==> src/rtl/core/micc_ram.sv <==
// ----------------------------------------------------------------------------
// Generic single-port-write RAM
// One write port and one read port; the read data is registered.
// ----------------------------------------------------------------------------
module micc_ram #(
  parameter int WIDTH = 8,
  parameter int DEPTH = 16
) (
  input  logic                                   clk_i,
  input  logic                                   we_i,
  input  logic [((DEPTH > 1) ? $clog2(DEPTH) : 1)-1:0] waddr_i,
  input  logic [WIDTH-1:0]                       wdata_i,
  input  logic [((DEPTH > 1) ? $clog2(DEPTH) : 1)-1:0] raddr_i,
  output logic [WIDTH-1:0]                       rdata_o
);

  logic [WIDTH-1:0] mem_q [DEPTH];

  always_ff @(posedge clk_i) begin
    if (we_i) begin
      mem_q[waddr_i] <= wdata_i;
    end
    rdata_o <= mem_q[raddr_i];
  end

endmodule

==> config.mk <==
export PLATFORM = sky130hd
export DESIGN_NAME = micc_ram
export DESIGN_NICKNAME = d
export VERILOG_FILES = /design/src/rtl/core/micc_ram.sv
export SDC_FILE = /design/constraint.sdc
export NUM_CORES = 1
export LEC_CHECK = 0
export BUFFER_PORTS_ARGS = -buffer_cell sky130_fd_sc_hd__buf_2
export CAP_MARGIN = 40
export CORE_ASPECT_RATIO = 1.1
export CORE_MARGIN = 2
export CORE_UTILIZATION = 25
export CTS_CLUSTER_DIAMETER = 30
export CTS_CLUSTER_SIZE = 16
export DETAILED_ROUTE_END_ITERATION = 8
export MAX_ROUTING_LAYER = met4
export PLACE_DENSITY = 0.5
export SYNTH_ARGS = -nofsm -noshare
export SYNTH_HDL_FRONTEND = slang
export SYNTH_SLANG_ARGS = --single-unit
==> constraint.sdc <==
create_clock -name clk_i -period 4.4 [get_ports clk_i]
set_input_delay 0.66 -clock clk_i [delete_from_list [all_inputs] [get_ports clk_i]]
set_output_delay 0.66 -clock clk_i [all_outputs]
set_load 0.05 [all_outputs]
# Yosys cells after proc, flatten, opt, wreduce, memory -nomap -nowiden
# Memory sizes are Yosys's and may differ from the RTL's. A register that Yosys moved wholly into a read port is not among the register bits.
# Index checks and enable logic that the tools add are counted.
# W data, S select, Z words.
[totals] regBits=0 ramBits=128 input_bits=18 out_inout_bits=8 word_cells=3 n_memories=1
[classes] n_mux=2
[memory_table] name="mem_q" words=16 word_bits=8 rd=1 rd_ports_with_merged_regs=1 wr=1 line_no="17" source="logic [WIDTH-1:0] mem_q [DEPTH];"
[op_table] cell="$mux W1" n=2

# Logic depth before layout (Yosys ltp)
[logic_depth] depth_word=2 ltp_mapped=5 depth_no_buf=3

# Worst setup path before layout
# No wires, ideal clock.
[synth_path] path_type="input -> register" startpoint="input port waddr_i[2] (netlist bit)" endpoint="memory mem_q[0][0] (enable)" setup_ps=383 arrival_time_ps=1770 t_required_ps=4017 slack_ps=2247 cell_stages=2 path_buffers=0 path_cell_list="or3b_2 nor3_1"
[synth_lines] element="start: declaration" line_no="11" source="input logic [((DEPTH > 1) ? $clog2(DEPTH) : 1)-1:0] waddr_i,"
[synth_lines] element="end: declaration" line_no="17"
# No word-level cell before the write port.

==> qor.yml <==
final_layout_size_suffix_gt1_share_pct: 31.85
cts_resized: 0
dp_hpwl_mm: 7.392
p_leak_uw: 0.002069
fin_skew_ns: 0.006094
clock_path_buffers: 2
finalHoldViolations: 0
peakVddDrop_mv: 0.2568
n_fill_cell: 1982
p_switching_uw: 644.1
min_period_ns: 2.123
worst_pin_slew_ns: 0.8645
avgSynthCellArea_um2: 22.48
p_int_uw: 2338
yosysWarnings: 0
final_max_slew_viol_count: 0
clk_latency_ns: 0.41
power.density_nw_per_um2: 478.6
hold_start: "wdata_i[5]"
grt_start_max_net_pins: 33
status: "complete, no violations"
synth_seq_cells: 136
ys_seq_area_share_pct: 77.78
hold_class: "in2reg"
die_w_um: 140.8
critPathArrivalTime_ns: 2.41
final_common_cell: "edfxtp_1"
grt_pass1_wl_mm: 16.44
power_frac_seq_pct: 48.9
critPathRequiredTime_ns: 4.69
crit_path_start_kind: "primary input"
drc_errors: 0
drt-vias-per-instance: 4.381
postRouteWirelength_mm: 10.73
dieArea_um2: 21760
reg2reg_to: "rdata_o[4]$_DFF_P_"
holdPathStages: 1
htree_levels: 4
area_delta_synth_final_pct: 21.05
vias: 2401
yosys.area.top_type: "edfxtp_1"
postCtsSetupRepairBufs: 0
drtAntennaViolNets: 0
cts_buffers: 17
row_count: 55
grt_usage_pct: 10.94
swShare_pct: 21.60
place_congestion: 0.6913
synth_cell_types: 19
clk_pin_slew_worst_paths_ns: 0.06
drt-initial-drc-count: 137
syn_inst: 229
cts_tree: "done"
diodes: 0
fin_crit_sh_pct: 48.24
numClockSinks: 136
grt.overflow.total: 0
power.share.clock_pct: 45.7
crit_type: "in2reg"
nets: 298
comb_power_share_pct: 5.5
wire_per_inst_um: 19.57
cts-hold-fix-buffers: 0
initial_utilization_pct: 25.27
worstPathMaxFanout: 24
rsz0062_at_grt: "false"
ios: 26
syn_area_um2: 5147
cts_root_buf: "clkbuf_16"
whs_endpoint: "mem_q[4][5]$_DFFE_PP_"
rrSetupSlack_ns: 2.98
max_freq_mhz: 471.1
yosys-top-cells-area: "edfxtp_1 (75%), mux4_2 (7.9%), mux4_1 (7.1%)"
antenna_found_initial: 0
first_pass_iters: 4
relSlewSlack_pct: 42.15
die_y_um: 154.5
timing.rr.start: "mem_q[10][4]$_DFFE_PP_"
core_um2: 20370
syn_nets: 247
portBuffers: 25
holdWs_ns: 0.6359
most-common-layout-cells: "edfxtp_1 (128), buf_2 (28), mux4_2 (18), clkbuf_16 (17), a22oi_1 (16)"
cap_violations: 0
reg2regPathDepth: 3
setup_viol: 0
yosysTopAreaCellShare_pct: 74.67
grt_pass1_vias: 2605
end_kind: "register"
tns_ns: 0
## synth_stat cells
master / count
and2_1: 1
nor2_1: 13
buf_4: 1
a22oi_1: 16
edfxtp_1: 128
nand2b_1: 2
buf_2: 3
nand3_1: 1
nand2_1: 9
nor3_1: 4
clkdlybuf4s25_2: 3
dfxtp_1: 8
and2b_1: 1
nor2b_1: 1
or3b_2: 1
mux4_2: 18
mux4_1: 14
nand3b_1: 2
buf_6: 3
## routing by layer
metal	GRT usage, %	routed length, um	vias up
li1	-	-	1078
met1	14.59	4882	1253
met2	15.96	5004	64
met3	3.498	757	6
met4	3.476	80	0
met5	-	0	-
## through the flow
stage | std cells | setup slack (ns) | util (%) | instance area, um2 | power, uW
floorplan | 229 | 2.247 | - | 5147 | 1585
global placement | 502 | 1.665 | 27.16 | 5532 | 1644
detailed placement | 516 | 1.807 | 27.73 | 5648 | 1650
CTS | 547 | 2.246 | 30.55 | 6223 | 3016
global route | 548 | 2.154 | 30.59 | 6231 | 3096
finish | 548 | 2.277 | 30.59 | 6231 | 2982
## worst max path at each step
stage,cells after the start,endpoint,startpoint,slack [ns]
2_1_floorplan,2,mem_q[0][0]$_DFFE_PP_,waddr_i[2],2.25
3_3_place_gp,3,mem_q[0][3]$_DFFE_PP_,waddr_i[2],1.67
3_5_place_dp,5,rdata_o[2]$_DFF_P_,raddr_i[0],1.81
4_1_cts,5,rdata_o[2]$_DFF_P_,raddr_i[0],2.25
5_1_grt,5,rdata_o[1]$_DFF_P_,raddr_i[0],2.15
6_report,5,rdata_o[1]$_DFF_P_,raddr_i[0],2.28
## layout make-up
class	count	area (um2)	area share, %
Clock buffer	17	425.4	6.827
Clock inverter	14	150.1	2.410
Multi-Input combinational cell	83	1067	17.13
Sequential cell	136	4004	64.26
Tap cell	256	320.3	5.141
Timing Repair Buffer	42	264.0	4.237
## sequential cells by signal (all words and copies together) (netlist names)
signal	flops
mem_q	128
rdata_o	8
## cells by family (layout without fill, tap and decap cells)
logic type             Yosys count  after routing  share of synthesized area, %
AOI/OAI and AO/OA               16             16                         2.334
muxes                           32             32                         15.02
DFF                            136            136                         77.78
and+or+nand+nor                 35             35                         3.184
buffers and inverters           10             73                         1.677
## worst max-delay path: stages
cell and delay [ns]:
buf_2 0.27, buf_4 0.48, mux4_1 0.61, a22oi_1 0.29, nand2_1 0.08
## power by group through the flow
stage / Sequential, uW / Combinational [uW] / Clock (uW)
floorplan: 1510 / 73.5 / 0
global placement: 1480 / 160 / 0
detailed placement: 1480 / 166 / 0
CTS: 1460 / 166 / 1390
global route: 1460 / 176 / 1460
finish: 1460 / 163 / 1360
Power figures use the tool's default switching activity.
